==> src/hdl/mls_pkg.sv <==
// mls_pkg: shared types, status codes and constants for the label switch
// no dependencies
`timescale 1ns / 1ps
package mls_pkg;
   localparam logic [3:0] ST_MPLS   = 4'd0;
   localparam logic [3:0] ST_IPV4   = 4'd1;
   localparam logic [3:0] ST_IPV6   = 4'd2;
   localparam logic [3:0] ST_TTL    = 4'd3;
   localparam logic [3:0] ST_NOENT  = 4'd4;
   localparam logic [3:0] ST_EMPTY  = 4'd5;
   localparam logic [3:0] ST_LOOP   = 4'd6;
   localparam logic [3:0] ST_BADIF  = 4'd7;
   localparam logic [3:0] ST_OVFL   = 4'd8;

   localparam logic [1:0] OP_INVALID = 2'd0;
   localparam logic [1:0] OP_SWAP    = 2'd1;
   localparam logic [1:0] OP_PUSH    = 2'd2;
   localparam logic [1:0] OP_POP     = 2'd3;

   localparam logic [4:0] IF_NONE   = 5'h1f;
   localparam logic [19:0] LBL_NULL4 = 20'd0;
   localparam logic [19:0] LBL_NULL6 = 20'd2;

   // table entry
   typedef struct packed {
      logic [4:0]  in_if;
      logic [19:0] in_label;
      logic [1:0]  op;
      logic [19:0] out_label;
      logic [4:0]  out_if;
   } entry_type;

   // controller to datapath commands
   typedef struct packed {
      logic load;       // capture packet from input
      logic scan_start; // reset search pointer
      logic scan_step;  // advance search pointer
      logic pop_null;   // pop explicit null on top
      logic apply;      // apply found entry
      logic set_none;   // lookup interface becomes internal
      logic finish;     // capture result
      logic [3:0] fin_status;
      logic fin_stack;  // show stack in result
      logic fin_ttl;    // show ttl in result
      logic [4:0] fin_if;
   } cmd_type;

   // datapath to controller status
   typedef struct packed {
      logic ttl_low;
      logic empty;
      logic top_null;
      logic top_null6;
      logic bottom;
      logic full;
      logic scan_hit;
      logic scan_end;
      entry_type hit;
      logic if_ok;
   } stat_type;
endpackage

==> src/hdl/mpls_label_switch.sv <==
// mpls_label_switch: top level, stream ports, csr register, result holding
// depends on mls_pkg, mls_control, mls_datapath
`timescale 1ns / 1ps
// Table writes give no response. A packet is loaded and then checked, each
// popped explicit null takes a pass step of its own, and each label pass
// runs a first-match search of the table that walks one entry per cycle
// through its single read port (at most LOOP_LIMIT passes), then a forward
// step captures a forwarded stack, then the response is shown and held
// until taken; the next request is taken once the response has been handed
// over. The table resets to all entries invalid at once through per-entry
// valid bits.
module mpls_label_switch #(
   parameter int TABLE_ENTRIES = 64,
   parameter int MAX_DEPTH = 4,
   parameter int LOOP_LIMIT = 8
) (
   input  logic clock,
   input  logic reset,
   input  logic csr_we,
   input  logic [15:0] csr_wdata,
   input  logic req_tvalid,
   output logic req_tready,
   // tuser: action
   input  logic req_tuser,
   // tdata low up: in_if, ttl_in, depth_in, label_0..label_3, entry_slot,
   // entry_op, entry_out_if, zero fill
   input  logic [111:0] req_tdata,
   output logic rsp_tvalid,
   input  logic rsp_tready,
   // tdata low up: status, out_if, ttl_out, depth_out, out_label_0..3, zero fill
   output logic [103:0] rsp_tdata
);
   logic [15:0] mask_ff;
   always_ff @(posedge clock) begin
      if (reset) mask_ff <= '0;
      else if (csr_we) mask_ff <= csr_wdata;
   end

   logic busy, done, start, wr_en;
   mls_pkg::cmd_type cmd;
   mls_pkg::stat_type stat;
   mls_pkg::entry_type we;
   logic [3:0] r_status;
   logic [4:0] r_if;
   logic [7:0] r_ttl;
   logic [2:0] r_depth;
   logic [79:0] r_labels;

   assign req_tready = !busy;
   assign start = req_tvalid && req_tready && !req_tuser;
   assign wr_en = req_tvalid && req_tready && req_tuser;
   assign we.in_if = req_tdata[4:0];
   assign we.in_label = req_tdata[35:16];
   assign we.out_label = req_tdata[55:36];
   assign we.op = req_tdata[103:102];
   assign we.out_if = req_tdata[108:104];

   mls_control #(.LOOP_LIMIT(LOOP_LIMIT)) u_ctl (
      .clock, .reset, .start, .stat, .rsp_free(rsp_tready), .cmd, .busy, .done);

   mls_datapath #(.TABLE_ENTRIES(TABLE_ENTRIES), .MAX_DEPTH(MAX_DEPTH)) u_dp (
      .clock, .reset, .mask(mask_ff), .wr_en, .wr_slot(req_tdata[101:96]),
      .wr_entry(we), .pk_if(req_tdata[4:0]), .pk_ttl(req_tdata[12:5]),
      .pk_depth(req_tdata[15:13]), .pk_labels(req_tdata[95:16]), .cmd, .stat,
      .r_status, .r_if, .r_ttl, .r_depth, .r_labels);

   assign rsp_tvalid = done;
   assign rsp_tdata = {4'd0, r_labels, r_depth, r_ttl, r_if, r_status};
endmodule

==> src/hdl/mls_datapath.sv <==
// mls_datapath: label table memory, label stack, table search pointer and result register
// depends on mls_pkg
`timescale 1ns / 1ps
module mls_datapath #(
   parameter int TABLE_ENTRIES = 64,
   parameter int MAX_DEPTH = 4
) (
   input  logic clock,
   input  logic reset,
   input  logic [15:0] mask,
   input  logic wr_en,
   input  logic [5:0] wr_slot,
   input  mls_pkg::entry_type wr_entry,
   input  logic [4:0] pk_if,
   input  logic [7:0] pk_ttl,
   input  logic [2:0] pk_depth,
   input  logic [79:0] pk_labels,
   input  mls_pkg::cmd_type cmd,
   output mls_pkg::stat_type stat,
   output logic [3:0] r_status,
   output logic [4:0] r_if,
   output logic [7:0] r_ttl,
   output logic [2:0] r_depth,
   output logic [79:0] r_labels
);
   localparam int AW = (TABLE_ENTRIES > 1) ? $clog2(TABLE_ENTRIES) : 1;
   localparam int SW = (MAX_DEPTH > 1) ? $clog2(MAX_DEPTH + 1) : 1;
   localparam int DW = 4; // stack storage rows (shown labels)
   localparam int SD = (MAX_DEPTH > DW) ? MAX_DEPTH : DW;

   mls_pkg::entry_type mem [TABLE_ENTRIES];
   logic [TABLE_ENTRIES-1:0] valid_ff;
   mls_pkg::entry_type rd_ff;
   logic [AW:0] ptr_ff, rdptr_ff;
   logic rdv_ff;
   logic [19:0] stk_ff [SD];
   logic [SW-1:0] n_ff;
   logic [4:0] ifc_ff;
   logic [7:0] ttl_ff;
   logic ttl_low_ff;
   logic [AW-1:0] wr_idx;
   logic wr_ok;

   assign wr_idx = AW'(wr_slot);
   assign wr_ok = wr_en && (32'(wr_slot) < TABLE_ENTRIES);

   // table writes, valid bits and registered search read
   always_ff @(posedge clock) begin
      if (reset) begin
         valid_ff <= '0;
      end else if (wr_ok) begin
         valid_ff[wr_idx] <= (wr_entry.op != mls_pkg::OP_INVALID);
      end
      if (wr_ok)
         mem[wr_idx] <= wr_entry;
      // read data holds on a hit so the found entry stays visible
      if (cmd.scan_step) begin
         rd_ff <= mem[ptr_ff[AW-1:0]];
         rdv_ff <= (ptr_ff < (AW+1)'(TABLE_ENTRIES)) && valid_ff[ptr_ff[AW-1:0]];
         rdptr_ff <= ptr_ff;
      end
   end

   // search pointer
   always_ff @(posedge clock) begin
      if (cmd.scan_start) ptr_ff <= '0;
      else if (cmd.scan_step && ptr_ff < (AW+1)'(TABLE_ENTRIES)) ptr_ff <= ptr_ff + 1'b1;
   end

   // label stack
   logic [2:0] dclip;
   always_comb begin
      dclip = (pk_depth > 3'd4) ? 3'd4 : pk_depth;
      if (32'(dclip) > MAX_DEPTH) dclip = 3'(MAX_DEPTH);
   end

   always_ff @(posedge clock) begin
      if (cmd.load) begin
         for (int k = 0; k < SD; k++)
            stk_ff[k] <= (k < 4) ? pk_labels[20*(k%4) +: 20] : 20'd0;
         n_ff <= SW'(dclip);
         ifc_ff <= pk_if;
         ttl_ff <= pk_ttl - 8'd1;
         ttl_low_ff <= (pk_ttl <= 8'd1);
      end else if (cmd.pop_null || (cmd.apply && rd_ff.op == mls_pkg::OP_POP)) begin
         for (int k = 0; k < SD - 1; k++) stk_ff[k] <= stk_ff[k+1];
         n_ff <= n_ff - 1'b1;
      end else if (cmd.apply && rd_ff.op == mls_pkg::OP_PUSH) begin
         for (int k = 1; k < SD; k++) stk_ff[k] <= stk_ff[k-1];
         stk_ff[0] <= rd_ff.out_label;
         n_ff <= n_ff + 1'b1;
      end else if (cmd.apply) begin
         stk_ff[0] <= rd_ff.out_label;
      end
      if (cmd.set_none) ifc_ff <= mls_pkg::IF_NONE;
   end

   // status toward controller
   always_comb begin
      stat.ttl_low = ttl_low_ff;
      stat.empty = (n_ff == '0);
      stat.top_null = (stk_ff[0] == mls_pkg::LBL_NULL4) || (stk_ff[0] == mls_pkg::LBL_NULL6);
      stat.top_null6 = (stk_ff[0] == mls_pkg::LBL_NULL6);
      stat.bottom = (n_ff == SW'(1));
      stat.full = (32'(n_ff) >= MAX_DEPTH);
      stat.scan_hit = rdv_ff && rd_ff.in_if == ifc_ff && rd_ff.in_label == stk_ff[0];
      stat.scan_end = (rdptr_ff >= (AW+1)'(TABLE_ENTRIES));
      stat.hit = rd_ff;
      stat.if_ok = mask[rd_ff.out_if[3:0]];
   end

   // result register, depth saturates at 7
   always_ff @(posedge clock) begin
      if (cmd.finish) begin
         r_status <= cmd.fin_status;
         r_if <= cmd.fin_if;
         r_ttl <= cmd.fin_ttl ? ttl_ff : 8'd0;
         r_depth <= !cmd.fin_stack ? 3'd0 : (32'(n_ff) > 7) ? 3'd7 : 3'(n_ff);
         for (int k = 0; k < 4; k++)
            r_labels[20*k +: 20] <= (cmd.fin_stack && k < 32'(n_ff)) ? stk_ff[k] : 20'd0;
      end
   end
endmodule

==> src/hdl/mls_control.sv <==
// mls_control: sequencer for ttl check, label passes and first-match table search
// depends on mls_pkg
`timescale 1ns / 1ps
module mls_control #(
   parameter int LOOP_LIMIT = 8
) (
   input  logic clock,
   input  logic reset,
   input  logic start,
   input  mls_pkg::stat_type stat,
   input  logic rsp_free,
   output mls_pkg::cmd_type cmd,
   output logic busy,
   output logic done
);
   localparam logic [2:0] S_IDLE = 3'd0;
   localparam logic [2:0] S_CHK  = 3'd1;
   localparam logic [2:0] S_PASS = 3'd2;
   localparam logic [2:0] S_SCAN = 3'd3;
   localparam logic [2:0] S_WAIT = 3'd4;
   localparam logic [2:0] S_OUT  = 3'd5;
   localparam logic [2:0] S_FWD  = 3'd6;
   localparam int PW = $clog2(LOOP_LIMIT + 1);

   logic [2:0] state_ff, state_in;
   logic [PW-1:0] pass_ff, pass_in;
   logic [1:0] lat_ff, lat_in;

   always_comb begin
      state_in = state_ff;
      pass_in = pass_ff;
      lat_in = lat_ff;
      cmd = '0;
      cmd.fin_if = mls_pkg::IF_NONE;
      done = 1'b0;
      case (state_ff)
         S_IDLE: begin
            if (start) begin cmd.load = 1'b1; state_in = S_CHK; end
         end
         S_CHK: begin
            pass_in = '0;
            if (stat.ttl_low) begin
               cmd.finish = 1'b1; cmd.fin_status = mls_pkg::ST_TTL; state_in = S_OUT;
            end else if (stat.empty) begin
               cmd.finish = 1'b1; cmd.fin_status = mls_pkg::ST_EMPTY; state_in = S_OUT;
            end else state_in = S_PASS;
         end
         S_PASS: begin
            if (32'(pass_ff) >= LOOP_LIMIT) begin
               cmd.finish = 1'b1; cmd.fin_status = mls_pkg::ST_LOOP; state_in = S_OUT;
            end else if (stat.top_null) begin
               pass_in = pass_ff + 1'b1;
               if (stat.bottom) begin
                  cmd.finish = 1'b1; cmd.fin_ttl = 1'b1;
                  cmd.fin_status = stat.top_null6 ? mls_pkg::ST_IPV6 : mls_pkg::ST_IPV4;
                  state_in = S_OUT;
               end else cmd.pop_null = 1'b1;
            end else begin
               cmd.scan_start = 1'b1; lat_in = 2'd0; state_in = S_SCAN;
            end
         end
         S_SCAN: begin
            // the registered table read must fill before the first compare in S_WAIT
            cmd.scan_step = 1'b1;
            lat_in = lat_ff + 1'b1;
            if (lat_ff == 2'd0) state_in = S_WAIT;
         end
         S_WAIT: begin
            cmd.scan_step = 1'b1;
            if (stat.scan_end) begin
               cmd.finish = 1'b1; cmd.fin_status = mls_pkg::ST_NOENT; state_in = S_OUT;
            end else if (stat.scan_hit) begin
               cmd.scan_step = 1'b0;
               pass_in = pass_ff + 1'b1;
               if (stat.hit.op == mls_pkg::OP_PUSH && stat.full) begin
                  cmd.finish = 1'b1; cmd.fin_status = mls_pkg::ST_OVFL; state_in = S_OUT;
               end else if (stat.hit.op == mls_pkg::OP_POP && stat.bottom) begin
                  cmd.finish = 1'b1; cmd.fin_status = mls_pkg::ST_IPV4;
                  cmd.fin_ttl = 1'b1; cmd.fin_if = stat.hit.out_if; state_in = S_OUT;
               end else if (!stat.hit.out_if[4] && !stat.if_ok) begin
                  cmd.finish = 1'b1; cmd.fin_status = mls_pkg::ST_BADIF; state_in = S_OUT;
               end else if (!stat.hit.out_if[4]) begin
                  cmd.apply = 1'b1;
                  state_in = S_FWD;
               end else begin
                  cmd.apply = 1'b1; cmd.set_none = 1'b1; state_in = S_PASS;
               end
            end
         end
         S_FWD: begin
            // stack now updated; capture forward result with entry interface
            cmd.finish = 1'b1; cmd.fin_status = mls_pkg::ST_MPLS;
            cmd.fin_stack = 1'b1; cmd.fin_ttl = 1'b1; cmd.fin_if = stat.hit.out_if;
            state_in = S_OUT;
         end
         S_OUT: begin
            done = 1'b1;
            if (rsp_free) state_in = S_IDLE;
         end
         default: state_in = S_IDLE;
      endcase
   end

   always_ff @(posedge clock) begin
      if (reset) begin
         state_ff <= S_IDLE;
         pass_ff <= '0;
         lat_ff <= '0;
      end else begin
         state_ff <= state_in;
         pass_ff <= pass_in;
         lat_ff <= lat_in;
      end
   end
   assign busy = (state_ff != S_IDLE);

   a_out_done: assert property (@(posedge clock) disable iff (reset)
      (state_ff == S_OUT) |-> done) else $error("result not presented");
   a_pass_lim: assert property (@(posedge clock) disable iff (reset)
      32'(pass_ff) <= LOOP_LIMIT) else $error("pass count overrun");
   a_load: assert property (@(posedge clock) disable iff (reset)
      cmd.load |=> (state_ff == S_CHK)) else $error("load not followed by check");
endmodule

==> config.mk <==
export PLATFORM = sky130hd
export DESIGN_NAME = mpls_label_switch
export DESIGN_NICKNAME = d
export VERILOG_FILES = /design/src/hdl/mls_pkg.sv /design/src/hdl/mpls_label_switch.sv /design/src/hdl/mls_datapath.sv /design/src/hdl/mls_control.sv
export SDC_FILE = /design/constraint.sdc
export NUM_CORES = 2
export LEC_CHECK = 0
export CAP_MARGIN = 15
export CORE_ASPECT_RATIO = 0.8
export CORE_MARGIN = 3
export CORE_UTILIZATION = 35
export DETAILED_ROUTE_END_ITERATION = 10
export DONT_BUFFER_PORTS = 1
export GPL_ROUTABILITY_DRIVEN = 0
export HOLD_SLACK_MARGIN = 0.03
export SETUP_SLACK_MARGIN = 0.05
export SYNTH_ARGS = -nofsm -noshare
export SYNTH_HDL_FRONTEND = slang
export SYNTH_HIERARCHICAL = 1
export SYNTH_SLANG_ARGS = --single-unit
==> constraint.sdc <==
create_clock -name clock -period 16.95 [get_ports clock]
set_clock_uncertainty 0.15 [all_clocks]
set_input_delay 2.5425 -clock clock [delete_from_list [all_inputs] [get_ports clock]]
set_output_delay 2.5425 -clock clock [all_outputs]
set_load 0.01 [all_outputs]
# Word-level counts from Yosys, hierarchy flattened
# Memory sizes are Yosys's and may differ from the RTL's. A register that Yosys moved wholly into a read port is not among the register bits.
# Cells that the tools add are included.
# word_totals
inputBits	134
ff_bits	221
n_memories	2
wordCells	208
ram_bits	3408
output_inout_bits	106
# classes
add_sub_neg	6
n_bitwise	8
n_eq_ne	22
reduce_logical	35
magnitude_cmp	15
muxes	100
# mem_list
memory	depth	word_bits	rd	rd_ports_with_merged_regs	wr	line	rtl
u_dp.mem	64	52	1	1	1	mls_datapath.sv:31	mls_pkg::entry_type mem [TABLE_ENTRIES];
u_dp.stk_ff	4	20	4	0	4	mls_datapath.sv:36	logic [19:0] stk_ff [SD];
# ops
op	n
20-bit 2-to-1 mux	8
64-bit bitwise mux	1
3-bit 2-to-1 mux	19
5-bit 2-to-1 mux	9
1-bit 2-to-1 mux	36
6-bit 2-to-1 mux	4
3-bit one-hot mux with 7 select lines	1
20-bit by 2-bit equality test with 1-bit output, second input constant	1
20-bit equality test	1
20-bit logical NOT	1
5-bit one-hot mux with 4 select lines	1
1-bit logical AND	17
2-bit 2-to-1 mux	8
4-bit 2-to-1 mux	4
6-bit by 7-bit less-than comparator with 1-bit output, second input constant	2
2-bit != test, second input constant	7
4-bit one-hot mux with 3 select lines	1
5-bit one-hot mux with 2 select lines	1
5-bit AND reduction	2
3-bit equality test, second input constant	3
3-bit nonzero test	3
8-bit by 1-bit <= comparator with 1-bit output, second input constant	1
1-bit bitwise OR	8
8-bit by 1-bit subtractor with 8-bit output, second input constant	1
other kinds (34)	46

# Longest topological paths before layout
# depth
word_depth	18
mapped_depth	13
mapped_depth_nobuf	12

# Cells and area by module
# The synthesis kept the hierarchy.
# modules_own_cells
module	instances	area_per_inst_um2	seq_area_each_um2	cells_each
mls_datapath	1	139840.4	108844.4	6450
mls_control	1	993.5	180.2	133
mpls_label_switch	1	631.9	320.3	60

# Worst setup path before layout
# OpenSTA, ideal clock, no wires.
# synth_path
kind	input port to flip-flop
from	input port req_tvalid
to	register u_dp.valid_ff[2]
arrival_time_ns	7.346
t_required_ns	16.672
slack_ns	9.326
setup_ns	0.128
n_path_buf	0
stages	6
cell_sequence	and3_1 nor4b_1 nand2_1 nor3_1 mux2i_1 nor2_1
# synth_via
elab_chain_cells	2
# synth_rtl
element	line	rtl
start: declaration	mpls_label_switch.sv:21	input logic req_tvalid,
1-bit logical AND (2 in a row)	mpls_label_switch.sv:51	assign wr_en = req_tvalid && req_tready && req_tuser;
end signal: indexed assignment	mls_datapath.sv:52	valid_ff[wr_idx] <= (wr_entry.op != mls_pkg::OP_INVALID);
end: declaration	mls_datapath.sv:32	logic [TABLE_ENTRIES-1:0] valid_ff;
# No other way between the ends.
# A chain may end at the register's enable or synchronous reset.

==> results.cfg <==
[timing]
maxSlewViolCount = 0
clock.fmax_ghz = 0.156
setup_tns_ns = 0
hold_viol = 0
layout_setup_ws_ns = 10.55
min_period_ns = 6.40
setup_violations = 0
grt_setup_unrepaired = no
finalCritPeriodShare = 0.378
worst_pin_slew_ns = 1.26
max_slew_margin = 0.158

[placement]
dpl_cell_area_sq_mm = 0.148
portBuffers = 0
dp_hpwl_mm = 233
dp_slack_ns = 10.37

[drt]
dr.pass1.iters = 6
via_per_inst = 5.86
wl_mm = 418
wire_per_inst_microns = 33.6
vias = 72800
drt-initial-drc-count = 11700
drcViolationCount = 0
postRouteAntennaNets = 0

[logic_synthesis]
ys_seq_elements = 3675
seq_area_frac_synth = 0.773
synth_edf_count = 3574
synthAdderAreaFrac = 0.000884
synth_top_family_by_area = multiplexers
ys.warnings.count = 6
synth.mux.area_fraction = 0.152
synth_area_sq_mm = 0.141
yosys.area_share.simple = 0.0220
synth-main-ff-cell = edfxtp_1
synth_compound_area_frac = 0.0349
synth.distinct_cells = 77
synth_xor_area_frac = 0.00241
async_flop_share = 0
syn_inst = 6643
synth.avg_cell_area_sq_um = 21.3

[cells_and_area]
layout.nets = 6945
postLayoutCellArea_sq_mm = 0.159
multi_input_area_sq_mm = 0.0307
final_common_cell = edfxtp_1
area_delta_synth_final_pct = 12.3
regArea_sq_mm = 0.109
drive_gt1_frac = 0.229
final_cell_mix = 3,574 x edfxtp_1, 822 x mux4_2, 342 x clkbuf_16
fillers = 35400

[floorplanning]
start_util = 0.352
io_pins = 240
die_w_microns = 717
rows = 208
dieHeight_microns = 575
coreArea_sq_mm = 0.402
design.die.area_sq_mm = 0.412

[worst_hold_path]
hold_path_class = flop to flop

[worst_setup_path]
r2r_end = u_dp/stat[1]
cp-start-kind = flop
r2r_cells = 8
crit_type = flop to flop
r2r_slack_ns = 10.55
crit_end = u_dp/stat[1]
crit_fanout = 76
worstSetupEndpointType = flop
startpoint = u_dp/ptr_ff[0]
r2r-start = u_dp/ptr_ff[0]
cp_data_arrival_time_ns = 6.75
critical_path_required_ns = 17.29

[cts]
cts_tree = yes
cts.sinks = 3675
ctsHoldBuffers = 0
path_clk_slew_ns = 0.07
cts_setup_buffers = 0
h-tree-depth = 5
cts_resized = 0
root_buffer = clkbuf_16
cts_buffer_depth = 4
clkLatencyLatePin_ns = 0.92
numCtsBuffers = 337

[power]
p_leak_uw = 0.0473
ir_drop_v = 0.0000910
p_per_area_mw_per_mm2 = 126

[global_routing]
grtUsageTotal = 0.199
grt_max_degree = 111
grt_overflow = 0
antenna_found_initial = 24
grt_pass1_wl_mm = 575
grt_pass1_vias = 70000

[outcome]
status = finished, final reports clean

[run]
maxCapViolCount = 0
-- metal layers --
metal / GRT usage / share of wire
met5: 0 / 0.00011
met4: 0.0522 / 0.029
met3: 0.0452 / 0.12
met2: 0.296 / 0.45
met1: 0.294 / 0.41
-- cells by family after synthesis --
| logic type | Yosys count |
|---|---|
| and+or+nand+nor | 632 |
| DFF | 3675 |
| AOI/OAI and AO/OA | 761 |
| adders and majority gates | 10 |
| other | 1 |
| xor gates and xnor gates | 39 |
| buffers and inverters | 403 |
| muxes | 1122 |
-- worst min-delay path by stage --
stage | start | to | depth (start not counted)
after CTS | u_dp/valid_ff[15] | u_dp/valid_ff[15] | 2
after detailed placement | u_dp/valid_ff[15] | u_dp/valid_ff[15] | 2
final | u_dp/valid_ff[15] | u_dp/valid_ff[15] | 2
after global placement | u_dp/valid_ff[54] | u_dp/valid_ff[54] | 2
after floorplan | u_ctl/lat_ff[0] | u_ctl/lat_ff[0] | 1
after global routing | u_dp/valid_ff[51] | u_dp/valid_ff[51] | 2
-- layout make-up --
class,count,area share
antenna,7,0.000110
clock buffer,431,0.0562
clock inverter,161,0.00941
inverter,19,0.000449
multi-input combinational,2568,0.193
sequential,3675,0.688
tap,5355,0.0422
timing repair buffer,200,0.0102
-- metrics by stage --
step / hold slack (ns) / utilization / power (uW) / instances
2_1_floorplan: 0.299 / - / 12300 / 6646
3_3_place_gp: 0.314 / 0.369 / 12900 / 11800
3_5_place_dp: 0.316 / 0.369 / 12900 / 11800
4_1_cts: 0.325 / 0.395 / 20200 / 12400
5_1_grt: 0.336 / 0.395 / 20700 / 12400
6_report: 0.327 / 0.395 / 20100 / 12400
-- flip-flops by register name (all words and copies together), names as in the netlist, 2 cells and up --
register	flops
u_dp/mem	3328
u_dp/ptr_ff	7
u_ctl/lat_ff	2
mask_ff	16
u_dp/r_ttl	8
u_ctl/state_ff	3
u_dp/r_depth	3
u_dp/n_ff	3
u_dp/valid_ff	64
u_dp/stat	52
u_ctl/pass_ff	4
u_dp/ifc_ff	5
u_dp/ttl_ff	8
u_dp/r_status	4
u_dp/stk_ff	80
u_dp/r_if	5
u_dp/r_labels	80
-- where the power goes --
group	total [uW]	internal [uW]	switching, uW
clock	7430	4100	3330
combinational	2330	1090	1230
sequential	10300	10200	187
total	20100	15300	4750
-- synthesized netlist by cell type (27+ instances only) --
cell type,number,area [sq um]
mux2i_1,258,2580
buf_2,111,556
a21oi_1,203,1020
mux2_2,42,473
edfxtp_1,3574,107000
buf_4,70,526
and2_1,56,350
dfxtp_1,101,2020
buf_1,34,128
nand3_1,41,205
a22oi_1,200,1500
nor2_1,184,691
nand2_1,159,597
nor2b_1,52,325
o22ai_1,56,350
o21ai_0,120,601
clkbuf_1,154,578
a211oi_1,58,435
nor3_1,27,135
mux4_2,822,18500
-- critical path: stages (launching register included) --
cell,delay [ns]
dfxtp_4,0.89
buf_4,0.66
buf_4,0.71
buf_12,0.55
buf_4,0.77
mux4_2,0.59
a22oi_1,0.26
a21oi_1,0.21
or4_1,0.94
Power figures use the tool's default switching activity.
